File: config.mk
export PLATFORM = sky130hd
export DESIGN_NAME = tick_job_scheduler_flat
export DESIGN_NICKNAME = d
export VERILOG_FILES = /design/src/design/tjs_pkg.sv /design/src/design/tjs_chan.sv /design/src/design/tjs_ctrl.sv /design/src/design/tjs_datapath.sv /design/src/design/tick_job_scheduler.sv /design/src/flat_wrapper.sv
export SDC_FILE = /design/constraint.sdc
export NUM_CORES = 1
export LEC_CHECK = 0
export BUFFER_PORTS_ARGS = -buffer_cell sky130_fd_sc_hd__buf_4
export CORE_AREA = 2 2 39 41
export CTS_CLUSTER_SIZE = 16
export DETAILED_ROUTE_END_ITERATION = 8
export DIE_AREA = 0 0 41 43
export SYNTH_ARGS = -nofsm -noshare
export SYNTH_HDL_FRONTEND = slang
export SYNTH_SLANG_ARGS = --single-unit
File: constraint.sdc
create_clock -name clk -period 2.3 [get_ports clk]
set_input_delay 0.23 -clock clk [delete_from_list [all_inputs] [get_ports clk]]
set_output_delay 0.23 -clock clk [all_outputs]
set_load 0.03 [all_outputs]
File: src/design/tjs_pkg.sv
package tjs_pkg;

  localparam int MAX_JOBS_DEF   = 16;
  localparam int BURST_BITS_DEF = 8;

  localparam int ARR_W      = 8;
  localparam int SLOT_OUT_W = 4;
  localparam int LEFT_W     = 8;
  localparam int POL_W      = 2;
  localparam int QUANT_W    = 8;
  localparam int CFG_IDX_W  = 1;
  localparam int CFG_DATA_W = 8;

  localparam logic [POL_W-1:0] POL_FCFS = 2'd0;
  localparam logic [POL_W-1:0] POL_RR   = 2'd1;
  localparam logic [POL_W-1:0] POL_SJF  = 2'd2;
  localparam logic [POL_W-1:0] POL_SRTF = 2'd3;

  localparam logic [CFG_IDX_W-1:0] REG_POLICY  = 1'd0;
  localparam logic [CFG_IDX_W-1:0] REG_QUANTUM = 1'd1;

  typedef struct packed {
    logic             arrival_valid;
    logic [ARR_W-1:0] arrival_burst;
  } tick_t;

  typedef struct packed {
    logic [SLOT_OUT_W-1:0] run_slot;
    logic [LEFT_W-1:0]     run_left;
    logic                  worked;
    logic                  all_done;
    logic                  arrival_dropped;
  } result_t;

  // controller to datapath
  typedef struct packed {
    logic accept;
    logic scan;
    logic scan_tail;
    logic rd_tgt;
    logic update;
    logic rd_fin;
    logic load_out;
  } cmd_t;

  // datapath to controller
  typedef struct packed {
    logic scan_last;
    logic out_free;
  } sts_t;

endpackage

File: src/design/tjs_chan.sv
interface tjs_chan #(
  parameter type payload_t = logic
) ();
  logic     valid;
  logic     ready;
  payload_t data;

  modport source (output valid, output data, input ready);
  modport sink (input valid, input data, output ready);
endinterface

File: src/design/tjs_ctrl.sv
module tjs_ctrl
  import tjs_pkg::*;
(
  input  logic clk,
  input  logic rst,
  input  logic in_valid,
  output logic in_ready,
  input  sts_t sts,
  output cmd_t cmd
);

  localparam logic [2:0] S_IDLE     = 3'd0;
  localparam logic [2:0] S_SCAN     = 3'd1;
  localparam logic [2:0] S_SCAN_END = 3'd2;
  localparam logic [2:0] S_RD_TGT   = 3'd3;
  localparam logic [2:0] S_UPD      = 3'd4;
  localparam logic [2:0] S_RD_FIN   = 3'd5;
  localparam logic [2:0] S_OUT      = 3'd6;

  logic [2:0] state;
  logic [2:0] state_next;

  assign in_ready = (state == S_IDLE);

  always_comb begin
    state_next = state;
    cmd        = '0;
    case (state)
      S_IDLE: begin
        if (in_valid) begin
          cmd.accept = 1'b1;
          state_next = S_SCAN;
        end
      end
      S_SCAN: begin
        cmd.scan = 1'b1;
        if (sts.scan_last) state_next = S_SCAN_END;
      end
      S_SCAN_END: begin
        cmd.scan_tail = 1'b1;
        state_next    = S_RD_TGT;
      end
      S_RD_TGT: begin
        cmd.rd_tgt = 1'b1;
        state_next = S_UPD;
      end
      S_UPD: begin
        cmd.update = 1'b1;
        state_next = S_RD_FIN;
      end
      S_RD_FIN: begin
        cmd.rd_fin = 1'b1;
        state_next = S_OUT;
      end
      S_OUT: begin
        // hold until the output register is free
        if (sts.out_free) begin
          cmd.load_out = 1'b1;
          state_next   = S_IDLE;
        end
      end
      default: state_next = S_IDLE;
    endcase
  end

  always_ff @(posedge clk) begin
    if (rst) state <= S_IDLE;
    else     state <= state_next;
  end

endmodule

File: src/design/tjs_datapath.sv
module tjs_datapath
  import tjs_pkg::*;
#(
  parameter int MAX_JOBS   = MAX_JOBS_DEF,
  parameter int BURST_BITS = BURST_BITS_DEF
) (
  input  logic                  clk,
  input  logic                  rst,
  input  cmd_t                  cmd,
  output sts_t                  sts,
  input  tick_t                 tick,
  input  logic                  cfg_we,
  input  logic [CFG_IDX_W-1:0]  cfg_index,
  input  logic [CFG_DATA_W-1:0] cfg_data,
  input  logic                  out_ready,
  output logic                  out_valid,
  output result_t               out_data
);

  localparam int SW = $clog2(MAX_JOBS);
  localparam int CW = $clog2(MAX_JOBS + 1);
  localparam int BW = BURST_BITS;
  localparam logic [CW-1:0] FULL      = CW'(MAX_JOBS);
  localparam logic [SW-1:0] LAST_SLOT = SW'(MAX_JOBS - 1);
  localparam logic [BW-1:0] LEFT_CAP  = BW'((1 << LEFT_W) - 1);

  logic [BW-1:0] mem [MAX_JOBS];

  logic [POL_W-1:0]   policy;
  logic [QUANT_W-1:0] quantum;
  logic [CW-1:0]      count;
  logic [SW-1:0]      cur;
  logic [QUANT_W-1:0] slice;

  logic [SW-1:0] rd_addr;
  logic [BW-1:0] rd_data;
  logic          rd_ok;
  logic [BW-1:0] rd_val;

  logic [SW-1:0] scan_idx;
  logic [SW-1:0] scan_addr_d;
  logic          scan_pend;
  logic          found;
  logic [SW-1:0] min_idx;
  logic [BW-1:0] min_val;
  logic [CW-1:0] nz_count;

  logic [SW-1:0] tgt;
  logic [SW-1:0] tgt_r;
  logic          dropped_r;
  logic          worked_r;
  logic          done_r;

  logic          wr_en;
  logic [SW-1:0] wr_addr;
  logic [BW-1:0] wr_data;

  logic               worked;
  logic               last_unit;
  logic [CW-1:0]      cur_inc;
  logic               has_next;
  logic [QUANT_W-1:0] q_eff;
  logic [QUANT_W:0]   slice_inc;
  logic               slice_end;
  logic               table_full;

  assign rd_val     = rd_ok ? rd_data : '0;
  assign table_full = (count == FULL);

  assign sts.scan_last = (scan_idx == LAST_SLOT);
  assign sts.out_free  = !out_valid || out_ready;

  // SRTF works the shortest slot, everything else works the current one
  assign tgt = (policy == POL_SRTF && found) ? min_idx : cur;

  always_comb begin
    if (cmd.scan)        rd_addr = scan_idx;
    else if (cmd.rd_tgt) rd_addr = tgt;
    else                 rd_addr = cur;
  end

  assign worked    = (rd_val != '0);
  assign last_unit = worked && (rd_val == BW'(1));
  assign cur_inc   = CW'(cur) + CW'(1);
  assign has_next  = (cur_inc < count);
  assign q_eff     = (quantum == '0) ? QUANT_W'(1) : quantum;
  assign slice_inc = {1'b0, slice} + (QUANT_W + 1)'(1);
  assign slice_end = (slice_inc >= {1'b0, q_eff});

  always_comb begin
    wr_en   = 1'b0;
    wr_addr = tgt_r;
    wr_data = rd_val - BW'(1);
    if (cmd.accept) begin
      wr_en   = tick.arrival_valid && !table_full;
      wr_addr = count[SW-1:0];
      wr_data = BW'(tick.arrival_burst);
    end else if (cmd.update) begin
      wr_en = worked;
    end
  end

  always_ff @(posedge clk) begin
    if (wr_en) mem[wr_addr] <= wr_data;
    rd_data <= mem[rd_addr];
  end

  // slots past the fill count read as empty
  always_ff @(posedge clk) begin
    rd_ok <= (CW'(rd_addr) < count);
  end

  always_ff @(posedge clk) begin
    if (rst) begin
      policy  <= POL_FCFS;
      quantum <= QUANT_W'(1);
    end else if (cfg_we) begin
      case (cfg_index)
        REG_POLICY:  policy  <= cfg_data[POL_W-1:0];
        REG_QUANTUM: quantum <= cfg_data[QUANT_W-1:0];
        default: ;
      endcase
    end
  end

  always_ff @(posedge clk) begin
    if (rst) begin
      count <= '0;
      cur   <= '0;
      slice <= '0;
    end else begin
      if (cmd.accept && tick.arrival_valid && !table_full) count <= count + CW'(1);
      if (cmd.update) begin
        case (policy)
          POL_FCFS: begin
            if (!worked && has_next) cur <= cur_inc[SW-1:0];
          end
          POL_RR: begin
            if (slice_end) begin
              slice <= '0;
              cur   <= has_next ? cur_inc[SW-1:0] : '0;
            end else begin
              slice <= slice_inc[QUANT_W-1:0];
            end
          end
          POL_SJF: begin
            if (!worked && found) cur <= min_idx;
          end
          default: begin
            if (found) cur <= min_idx;
          end
        endcase
      end
    end
  end

  // minimum scan, one table entry per cycle behind the read
  always_ff @(posedge clk) begin
    if (cmd.accept) begin
      dropped_r <= tick.arrival_valid && table_full;
      scan_idx  <= '0;
      scan_pend <= 1'b0;
      found     <= 1'b0;
      nz_count  <= '0;
    end else begin
      if (cmd.scan) begin
        scan_idx    <= scan_idx + SW'(1);
        scan_addr_d <= scan_idx;
        scan_pend   <= 1'b1;
      end
      if ((cmd.scan || cmd.scan_tail) && scan_pend && rd_val != '0) begin
        nz_count <= nz_count + CW'(1);
        if (!found || rd_val < min_val) begin
          found   <= 1'b1;
          min_idx <= scan_addr_d;
          min_val <= rd_val;
        end
      end
    end
    if (cmd.rd_tgt) tgt_r <= tgt;
    if (cmd.update) begin
      worked_r <= worked;
      done_r   <= (nz_count - CW'(last_unit)) == '0;
    end
  end

  always_ff @(posedge clk) begin
    if (rst) begin
      out_valid <= 1'b0;
    end else if (cmd.load_out) begin
      out_valid <= 1'b1;
    end else if (out_ready) begin
      out_valid <= 1'b0;
    end
  end

  always_ff @(posedge clk) begin
    if (cmd.load_out) begin
      out_data.run_slot        <= SLOT_OUT_W'(cur);
      out_data.run_left        <= (rd_val > LEFT_CAP) ? LEFT_W'(LEFT_CAP) : LEFT_W'(rd_val);
      out_data.worked          <= worked_r;
      out_data.all_done        <= done_r;
      out_data.arrival_dropped <= dropped_r;
    end
  end

endmodule

File: src/design/tick_job_scheduler.sv
// Tick-driven job scheduler. Each beat on ticks is one scheduler tick that may
// append a job burst to the next free table slot; the block then applies the
// selected policy (FCFS, round robin, SJF, SRTF) and returns one beat on
// results with the current slot, its remaining time and status flags. A tick
// passes from acceptance through the minimum scan, which reads the burst table
// memory one slot per cycle through its single read port, then through the
// read-modify-write of the worked slot and a read of the final slot. The next
// tick is accepted in the cycle after the result enters the output register.
// No clearing pass runs after reset: slots beyond the fill count read as empty.
// Write policy and quantum only while no tick is in flight.
module tick_job_scheduler
  import tjs_pkg::*;
#(
  parameter int MAX_JOBS   = MAX_JOBS_DEF,
  parameter int BURST_BITS = BURST_BITS_DEF
) (
  input  logic                  clk,
  input  logic                  rst,
  tjs_chan.sink                 ticks,
  tjs_chan.source               results,
  input  logic                  cfg_we,
  input  logic [CFG_IDX_W-1:0]  cfg_index,
  input  logic [CFG_DATA_W-1:0] cfg_data
);

  cmd_t    cmd;
  sts_t    sts;
  tick_t   tick;
  result_t res;

  assign tick         = ticks.data;
  assign results.data = res;

  tjs_ctrl u_ctrl (
    .clk      (clk),
    .rst      (rst),
    .in_valid (ticks.valid),
    .in_ready (ticks.ready),
    .sts      (sts),
    .cmd      (cmd)
  );

  tjs_datapath #(
    .MAX_JOBS   (MAX_JOBS),
    .BURST_BITS (BURST_BITS)
  ) u_dp (
    .clk       (clk),
    .rst       (rst),
    .cmd       (cmd),
    .sts       (sts),
    .tick      (tick),
    .cfg_we    (cfg_we),
    .cfg_index (cfg_index),
    .cfg_data  (cfg_data),
    .out_ready (results.ready),
    .out_valid (results.valid),
    .out_data  (res)
  );

endmodule

File: src/flat_wrapper.sv
// flat-port wrapper written by rule: the top's interface ports become plain ports
module tick_job_scheduler_flat import tjs_pkg::*;
#(
  parameter int MAX_JOBS   = MAX_JOBS_DEF,
  parameter int BURST_BITS = BURST_BITS_DEF
)
  (clk, rst, cfg_we, cfg_index, cfg_data, ticks_valid, ticks_data, ticks_ready, results_valid, results_data, results_ready);
  tjs_chan ticks_i ();
  tjs_chan results_i ();
  input  logic clk;
  input  logic rst;
  input  logic cfg_we;
  input  logic [CFG_IDX_W-1:0] cfg_index;
  input  logic [CFG_DATA_W-1:0] cfg_data;
  input wire logic [$bits(ticks_i.valid)-1:0] ticks_valid;
  input wire logic [$bits(ticks_i.data)-1:0] ticks_data;
  output wire logic [$bits(ticks_i.ready)-1:0] ticks_ready;
  output wire logic [$bits(results_i.valid)-1:0] results_valid;
  output wire logic [$bits(results_i.data)-1:0] results_data;
  input wire logic [$bits(results_i.ready)-1:0] results_ready;
  assign ticks_i.valid = ticks_valid;
  assign ticks_i.data = ticks_data;
  assign ticks_ready = ticks_i.ready;
  assign results_valid = results_i.valid;
  assign results_data = results_i.data;
  assign results_i.ready = results_ready;
  tick_job_scheduler #(.MAX_JOBS(MAX_JOBS), .BURST_BITS(BURST_BITS)) u_core (.clk(clk), .rst(rst), .ticks(ticks_i), .results(results_i), .cfg_we(cfg_we), .cfg_index(cfg_index), .cfg_data(cfg_data));
endmodule
# Yosys cells after proc, flatten, opt, wreduce, memory -nomap -nowiden
# Cells that the tools add are included.
dict set report word_totals {
  in_bits 15
  elab_cells 30
  output_inout_bits 3
  reg_bits 8
}
dict set report classes {
  mux 11
  reduce_logical 5
  add_sub_neg 1
  eq_ne 10
}
# operator count
set op_table {}
lappend op_table {{$pmux 3 s7} 1}
lappend op_table {{$eq 3x3->1 const B} 3}
lappend op_table {{$mux 3} 3}
lappend op_table {{$mux 1} 7}
lappend op_table {{$eq 3x2->1 const B} 2}
lappend op_table {{$add 4x1->4 const B} 1}
lappend op_table {{$eq 4x4->1 const B} 1}
lappend op_table {{$ne 2x1->1 const B} 2}
lappend op_table {{$eq 3x1->1 const B} 1}
lappend op_table {{$logic_not 3->1} 1}
lappend op_table {{$reduce_and 3->1} 1}
lappend op_table {{$ne 2x2->1 const B} 1}
lappend op_table {{$reduce_bool 2->1} 1}
lappend op_table {{$logic_not 1->1} 1}
lappend op_table {{$logic_or 1x1->1} 1}

# Depth between registers and ports, before layout
# Gate-level depths: netlist of the first run.
dict set report logic_depth {
  ltp_word 5
  mapped_depth 4
  mapped_depth_nobuf 4
}

# By module
# A second synthesis of the first run with hierarchy kept.
dict set report hier_totals {
  hier_cells 744
  hier_area_um2 9593.0
}
# module seq_area_each_um2 cells_each instances area_each_um2
set modules_own_cells {}
lappend modules_own_cells {tjs_datapath 5945.7 715 1 9364.0}
lappend modules_own_cells {tjs_ctrl 60.1 28 1 225.2}
lappend modules_own_cells {tick_job_scheduler 0.0 1 1 3.8}

# Least setup slack after synthesis of the first run
# No wires, ideal clock.
dict set report synth_path {
  kind {reg2out}
  from {reg u_core.u_ctrl.state[2]}
  to {out ticks_ready}
  path_slack_ns 0.993
  arrival_time_ns 1.077
  path_stages_with_launch 4
  required_time_ns 2.070
  path_cell_list {dfxtp_1 > buf_6 > or2_4 > nor2_1}
}
dict set report synth_via {
  elab_chain_cells 1
}
# item line
set synth_rtl {}
lappend synth_rtl {{start, declared} tjs_ctrl.sv:20} ;# logic [2:0] state;
lappend synth_rtl {{start signal, assigned} tjs_ctrl.sv:68} ;# else state <= state_next;
lappend synth_rtl {{$logic_not 3->1} tjs_ctrl.sv:23} ;# assign in_ready = (state == S_IDLE);
lappend synth_rtl {{end, declared} flat_wrapper.sv:17} ;# output wire logic [$bits(ticks_i.ready)-1:0] ticks_ready;
# Every way passes these cells.

# Worst setup path after layout of the first run
# Same ends and word-level chain as after synthesis.

==> results_dict.tcl, run 1 <==
set metrics [dict create \
    post_cts_buffers 0 \
    synth_nets 64 \
    cp_max_fo 8 \
    drive_gt1_share_pct 22.64 \
    hp-class "input pin to flop" \
    drc 0 \
    start_util_pct 30.20 \
    syn_to_final_growth_pct 13.47 \
    async_flop_share_pct 0 \
    fin_setup_tns_ns 0 \
    synth-seq-cells 8 \
    drv_slew 0 \
    clkLatencyLatePin_ns 0.26 \
    cp-start-kind "flop" \
    cts_tree "done" \
    clkSlewWorstSetupHoldPaths_ns 0.05 \
    die-area_um2 1763 \
    fp.dieH_um 43 \
    track_usage_pct 10.34 \
    ys_warn_count 0 \
    vias 355 \
    grt_busiest_layer "met2" \
    h-tree-depth 1 \
    setup_viol 0 \
    finalClockSkew_ns 0.004863 \
    ys_seq_area_share_pct 38.32 \
    reg2reg_depth 2 \
    wire_per_inst_um 10.57 \
    maxCapViolations 0 \
    status "completed" \
    syn_inst 48 \
    synth.top_cell.area_share_pct 38.32 \
    r2r_setup_slack_ns 1.04 \
    nNetsFinal 71 \
    crit_start "u_core.u_ctrl.state[2]" \
    synth_top_area_cell "dfxtp_1" \
    end_kind "primary output" \
    synth_flop_cell "dfxtp_1" \
    hold_viol 0 \
    use_met3_pct 4.712 \
    dieWidth_um 41 \
    clk_path_buf_depth 2 \
    final_util_pct 34.27 \
    drt-initial-drc-count 3 \
    place_area_um2 451.7 \
    r2r_end "u_core.u_ctrl.state[1]" \
    firstDrtPassIters 4 \
    cts_hold_buf 0 \
    top_level_ports 18 \
    vias_per_cell 5.145 \
    reg2reg_from "u_core.u_ctrl.state[0]" \
    min_period_over_period_pct 62.08 \
    use_met1_pct 10.29 \
    setup.worst_path.class "flop to primary output" \
    coreArea_um2 1384 \
    fin_crit_ns 1.428 \
    routed_wl_um 729 \
    p_leak_uw 0.0001736 \
    grt_pass1_vias 303 \
    synth_area_leaders "dfxtp_1 (38%), nand2b_1 (7.5%), o21ai_0 (7.2%), a21oi_1 (4.8%), nand3_1 (4.8%)" \
    crit_arrival_ns 1.20 \
    port_buffers 5 \
    synth_area_um2 417.9 \
    critPathCapture "ticks_ready" \
    cts_sinks 8 \
    fin_cells 69 \
    place_congestion 0.6143 \
    fp-row-count 14 \
    stdcell_area_um2 474.2 \
    ys_types 22 \
    powerDensity_nw_per_um2 741.7 \
    max_freq_mhz 700.4 \
    synth.avg_cell_area_um2 8.706 \
    netlist_top_cells_count "dfxtp_1 (8), o21ai_0 (6), nand2b_1 (5), a21oi_1 (4), nand3_1 (4)" \
    grt_max_degree 15 \
    peakVddDrop_uv 223.2 \
    n_antenna_cell 0 \
    rsz0062_at_grt "false" \
    synth.most_common_cell "dfxtp_1" \
    antenna_found_initial 0 \
    globalRouteMet2Util_pct 14.69 \
    ant_nets 0 \
    grt_first_pass_wirelength_mm 1.179 \
    cts_resized 0 \
    hpwl_um 558.8 \
    cts_buffers 3 \
    whs_ns 0.1629 \
    place_inst 66 \
    grt-ovfl-total 0 \
    crit_required_ns 2.07 \
    synth_edf_count 0 \
    clockRootBuffer "clkbuf_4" \
]
## stage by stage
stage	worst slack [ns]	power, uW
floorplan	0.9935	229.0
global placement	1.043	244.5
detailed placement	1.044	247.6
CTS	0.8546	360.1
global route	0.7811	374.6
finish	0.8722	351.7
## worst min path at each step
stage,start,endpoint,slack [ns],depth (start not counted)
after CTS,rst,u_core.u_ctrl.state[0],0.15,2
after detailed placement,rst,u_core.u_ctrl.state[1],0.43,2
after floorplan,rst,u_core.u_ctrl.state[1],0.30,1
after global routing,rst,u_core.u_ctrl.state[1],0.15,2
after global placement,rst,u_core.u_ctrl.state[1],0.43,2
final,rst,u_core.u_ctrl.state[0],0.16,2
## critical path, cell delays in order (launching register included)
cell and delay, ns:
dfxtp_1 0.38, or2_4 0.30, nor2_1 0.09, buf_4 0.16
## placed cells by master (no fill, tap or decap)
cell type,count
dfxtp_1,8
o21ai_0,6
nand2b_1,5
buf_4,5
nand3_1,4
a21oi_1,4
nor2_1,3
clkbuf_4,3
inv_1,2
nor2b_1,2
or2_4,1
mux2_2,1
nor2_2,1
a221oi_2,1
a22o_1,1
a311oi_1,1
a32o_1,1
o311ai_1,1
o31ai_1,1
ha_1,1
conb_1,1
## layout make-up
class / instances / area, um2
inverter: 2 / 7.507
sequential: 8 / 160.2
fill: 146 / 909.6
multi-input combinational: 35 / 226.5
tap: 16 / 20.02
timing repair buffer: 5 / 37.54
clock buffer: 3 / 22.52
## kinds of logic after synthesis
| group | synth area share [%] |
|---|---|
| compound gates | 26.05 |
| other cells | 0.8973 |
| simple gates | 21.56 |
| flops | 38.32 |
| mux | 2.694 |
| fa+ha+maj | 2.994 |
| buf+inv | 7.485 |
## sequential cells by signal, indices dropped and copies added, names as in the netlist
register and count:
u_core.u_dp.scan_idx 4, u_core.u_dp.out_valid 1, u_core.u_ctrl.state 3
## metal layers
layer | wire [um] | share of wire (%)
met1 | 319 | 44
met2 | 345 | 47
met3 | 29 | 4.0
met4 | 36 | 4.9
met5 | 0 | 0
## power by group
group	switching [uW]	total (uW)	internal (uW)	leakage (uW)
clock network	48.1	108	59.7	0.0000138
registers	21.6	177	155	0.0000653
logic	33.0	66.9	33.8	0.0000945
Note: power is estimated with default switching activity, not from simulation.
==> inputs of run 2 (changes only) <==
- ABC_AREA: not set -> 1
- clock period: 2.3 -> 1.39 ns (I/O delays scaled with it)
==> results_dict.tcl, run 2 <==
set metrics [dict create \
    syn_to_final_growth_pct 17.29 \
    async_flop_share_pct 0 \
    cts_buffers 3 \
    top_register "u_core.u_dp.scan_idx" \
    status "completed" \
    synth.avg_cell_area_um2 6.784 \
    firstDrtPassIters 3 \
    start_util_pct 31.37 \
    slowest_stage "dfxtp_1" \
    powerDensity_nw_per_um2 1508 \
    top_level_ports 18 \
    cp_cell_sequence "inv_1, nand2_1, inv_1, buf_4" \
    crit_buf_inv 3 \
    hpwl_um 581.2 \
    synth.most_common_cell "nor2_1" \
    drc 0 \
    clockRootBuffer "clkbuf_4" \
    fin_crit_ns 1.299 \
    syn_inst 64 \
    max_freq_mhz 769.9 \
    antenna_found_initial 0 \
    cp_max_fo 7 \
    min_period_over_period_pct 93.45 \
    grt_first_pass_wirelength_mm 1.200 \
    mostFrequentLayoutCells "nand2_1 (11), nor2_1 (11), inv_1 (8), dfxtp_1 (8), nand3_1 (6)" \
    setup.worst_path.class "flop to primary output" \
    fin_setup_tns_ns 0 \
    clkSlewWorstSetupHoldPaths_ns 0.05 \
    synth_top_area_cell "dfxtp_1" \
    place_congestion 0.6924 \
    peakVddDrop_uv 540.3 \
    hold_viol 0 \
    vias_per_cell 4.425 \
    p_leak_uw 0.0002230 \
    finalClockSkew_ns 0.003932 \
    cts_hold_buf 0 \
    fp-row-count 14 \
    largest_reg_flops 4 \
    ys_types 16 \
    vias 385 \
    port_buffers 5 \
    clkLatencyLatePin_ns 0.26 \
    dieWidth_um 41 \
    cts_tree "done" \
    final_util_pct 36.80 \
    path_common_cell "inv_1" \
    synth_nets 80 \
    cts_sinks 8 \
    critical-path-top-delay-family "flip-flops" \
    ys_warn_count 0 \
    path_depth 4 \
    drt-initial-drc-count 6 \
    hp-class "input pin to flop" \
    wire_per_inst_um 8.264 \
    grt-ovfl-total 0 \
    h-tree-depth 1 \
    crit_arrival_ns 1.16 \
    synth.top_cell.area_share_pct 36.89 \
    synth-seq-cells 8 \
    cp-start-kind "flop" \
    coreArea_um2 1384 \
    fp.dieH_um 43 \
    ant_nets 0 \
    crit_required_ns 1.25 \
    multiInputGateArea_um2 239.0 \
    cts_resized 0 \
    drv_slew 0 \
    routed_wl_um 719 \
    synth_flop_cell "dfxtp_1" \
    synth_area_um2 434.2 \
    seqCellArea_um2 160.2 \
    top_regs "u_core.u_dp.scan_idx x4, u_core.u_ctrl.state x3, u_core.u_dp.out_valid x1" \
    holdPathStages 2 \
    nNetsFinal 89 \
    synth_area_leaders "dfxtp_1 (37%), nor2_1 (10%), nand2_1 (9.5%), nand3_1 (6.9%), inv_1 (6.9%)" \
    n_antenna_cell 0 \
    cpPeakStageDelay_ns 0.45 \
    clk_path_buf_depth 2 \
    end_kind "primary output" \
    post_cts_buffers 0 \
    maxCapViolations 0 \
    die-area_um2 1763 \
    synth_edf_count 0 \
    setup_viol 0 \
    rsz0062_at_grt "false" \
    reg2reg_depth 6 \
    netlist_top_cells_count "nor2_1 (12), nand2_1 (11), dfxtp_1 (8), inv_1 (8), nand3_1 (6)" \
    grt_max_degree 8 \
    track_usage_pct 10.37 \
    drive_gt1_share_pct 21.13 \
    ys_seq_area_share_pct 36.89 \
    grt_pass1_vias 321 \
    fillers 150 \
]
## run 2: logic make-up after synthesis
logic type / after synthesis / synth area share [%]
other: 1 / 0.8637
and+or+nand+nor: 37 / 40.92
DFF: 8 / 36.89
adders and majority gates: 1 / 2.881
buffers and inverters: 9 / 8.646
AOI/OAI and AO/OA: 8 / 9.798
## run 2: through the flow
stage / worst slack, ns / instances / hold WS (ns) / total power, uW / instance area [um2]
finish: 0.09105 / 87 / 0.06722 / 768.2 / 509.2
CTS: 0.06819 / 87 / 0.06445 / 775.1 / 506.7
global route: 0.009560 / 87 / 0.07871 / 833.0 / 509.2
global placement: 0.3042 / 84 / 0.3307 / 588.8 / 484.2
detailed placement: 0.3161 / 84 / 0.3308 / 596.7 / 484.2
floorplan: 0.4041 / 64 / 0.2114 / 534.1 / 434.2
## run 2: report_power, final
group	internal, uW	switching (uW)
registers	279	53.3
clock network	98.7	78.5
logic	100	158
## run 2: per-layer routing
metal / GRT usage, % / up-vias / wire [um]
met5: 0 / - / 0
met4: 10.00 / 0 / 31
met3: 3.141 / 5 / 47
met2: 12.50 / 10 / 289
met1: 13.64 / 153 / 350
li1: - / 217 / -
## run 2: path summary, 6_finish.rpt
path | startpoint | to | slack [ns]
max | u_core.u_ctrl.state[0] | ticks_ready | 0.09
max reg2reg | u_core.u_dp.scan_idx[0] | u_core.u_ctrl.state[1] | 0.30
min reg2reg | u_core.u_dp.scan_idx[0] | u_core.u_dp.scan_idx[0] | 0.48
min | rst | u_core.u_ctrl.state[2] | 0.07
## run 2: final cells by class
class / instances / share of cell area (%)
multi-input combinational: 47 / 46.93
sequential: 8 / 31.45
timing repair buffer: 5 / 7.371
inverter: 8 / 5.897
clock buffer: 3 / 4.423
tap: 16 / 3.931
==> inputs of run 3 (changes only) <==
- GPL_ROUTABILITY_DRIVEN: not set -> 0
- PLACE_DENSITY: not set -> 0.56
==> results_dict.tcl, run 3 (synthesized netlist as in run 2, its figures left out) <==
set metrics [dict create \
    power_frac_comb_pct 33.5 \
    max_freq_mhz 784.2 \
    top_level_ports 18 \
    p_leak_uw 0.0002232 \
    drc 0 \
    clockRootBuffer "clkbuf_4" \
    h-tree-depth 1 \
    fillers 158 \
    fin_crit_ns 1.275 \
    cpPeakStageDelay_ns 0.49 \
    start_util_pct 31.37 \
    top_regs "u_core.u_dp.scan_idx x4, u_core.u_ctrl.state x3, u_core.u_dp.out_valid x1" \
    min_to "u_core.u_ctrl.state[2]" \
    p_clk_share_pct 23.0 \
    dieWidth_um 41 \
    cts_sinks 8 \
    seqPwrFrac_pct 43.5 \
    drt-initial-drc-count 9 \
    cts_tree "done" \
    drive_gt1_share_pct 22.54 \
    clk_path_buf_depth 2 \
    powerDensity_nw_per_um2 1509 \
    hpwl_um 544.8 \
    n_antenna_cell 0 \
    fp-row-count 14 \
    crit_arrival_ns 1.14 \
    grt-ovfl-total 0 \
    clkLatencyLatePin_ns 0.25 \
    multiInputGateArea_um2 239.0 \
    routed_wl_um 688 \
    die-area_um2 1763 \
    cp-start-kind "flop" \
    holdCritStartpoint "rst" \
    finalClockSkew_ns 0.003464 \
    top_register "u_core.u_dp.scan_idx" \
    crit_required_ns 1.25 \
    hold_viol 0 \
    fp.dieH_um 43 \
    drv_slew 0 \
    crit_buf_inv 2 \
    holdPathStages 2 \
    cp_max_fo 7 \
    grt_max_degree 8 \
    port_buffers 5 \
    p_int_uw 479.7 \
    setup.worst_path.class "flop to primary output" \
    grt_pass1_vias 340 \
    rsz0062_at_grt "false" \
    whs_ns 0.06141 \
    status "completed" \
    vias 377 \
    critical-path-top-delay-family "flip-flops" \
    grt_first_pass_wirelength_mm 1.331 \
    reg2reg_depth 6 \
    track_usage_pct 11.10 \
    peakVddDrop_uv 498.0 \
    setup_viol 0 \
    vias_per_cell 4.333 \
    nNetsFinal 89 \
    fin_setup_tns_ns 0 \
    maxCapViolations 0 \
    slowest_stage "dfxtp_1" \
    power.share.switching_pct 37.74 \
    end_kind "primary output" \
    post_cts_buffers 0 \
    p_total_uw 770.4 \
    cp_cell_sequence "nor2_2, nand2_1, inv_1, buf_4" \
    antenna_found_initial 0 \
    cts_buffers 3 \
    p_sw_uw 290.7 \
    largest_reg_flops 4 \
    ant_nets 0 \
    seqCellArea_um2 161.4 \
    r2r_setup_slack_ns 0.32 \
    min_period_over_period_pct 91.74 \
    reg2reg_from "u_core.u_dp.scan_idx[0]" \
    syn_to_final_growth_pct 17.58 \
    r2r_end "u_core.u_ctrl.state[1]" \
    coreArea_um2 1384 \
    clkSlewWorstSetupHoldPaths_ns 0.05 \
    wire_per_inst_um 7.908 \
    firstDrtPassIters 2 \
    mostFrequentLayoutCells "nand2_1 (11), nor2_1 (11), inv_1 (8)" \
    hp-class "input pin to flop" \
]
## run 3: cell counts in the layout (fill, tap and decap cells not counted)
No cell type changed its count.
## run 3: worst max-delay path by stage
stage | from | endpoint | slack (ns) | depth (start not counted)
floorplan | u_core.u_dp.out_valid | u_core.u_ctrl.state[1] | 0.40 | 6
global placement | u_core.u_ctrl.state[2] | u_core.u_dp.scan_idx[2] | 0.32 | 4
detailed placement | u_core.u_dp.scan_idx[0] | u_core.u_ctrl.state[1] | 0.32 | 6
CTS | u_core.u_ctrl.state[0] | ticks_ready | 0.08 | 4
global route | u_core.u_ctrl.state[2] | ticks_ready | 0.04 | 4
finish | u_core.u_ctrl.state[2] | ticks_ready | 0.11 | 4
## run 3: per-stage QoR
stage / cell area [um2] / instances / worst slack (ns) / util [%]
floorplan: 434.2 / 64 / 0.4041 / -
global placement: 484.2 / 84 / 0.3155 / 34.99
detailed placement: 484.2 / 84 / 0.3208 / 34.99
CTS: 506.7 / 87 / 0.07984 / 36.62
global route: 510.5 / 87 / 0.03531 / 36.89
finish: 510.5 / 87 / 0.1148 / 36.89
## run 3: power by group through the flow
stage                     Combinational, uW  Clock [uW]  Sequential (uW)
after floorplan                         207           0              327
after global placement                  257           0              336
after detailed placement                260           0              336
after CTS                               262         188              331
after global routing                    310         202              344
final                                   258         177              335
## run 3: metal layers
metal,GRT usage [%],up-vias,share of wire (%)
met5,0,-,0
met4,8.000,0,3.1
met3,1.571,3,4.5
met2,14.06,8,40
met1,16.34,151,52
li1,-,215,-
## run 3: layout make-up
cell class,count,share of cell area (%)
Clock buffer,3,4.412
Timing Repair Buffer,5,7.353
Inverter,8,5.882
Tap cell,16,3.922
Multi-Input combinational cell,47,46.81
Sequential cell,8,31.62
## run 3: what timing repair did
action / in CTS / in global routing
setup endpoints to repair: 0 / 1
gates resized for setup: 0 / 2
hold buffers: 0 / 0
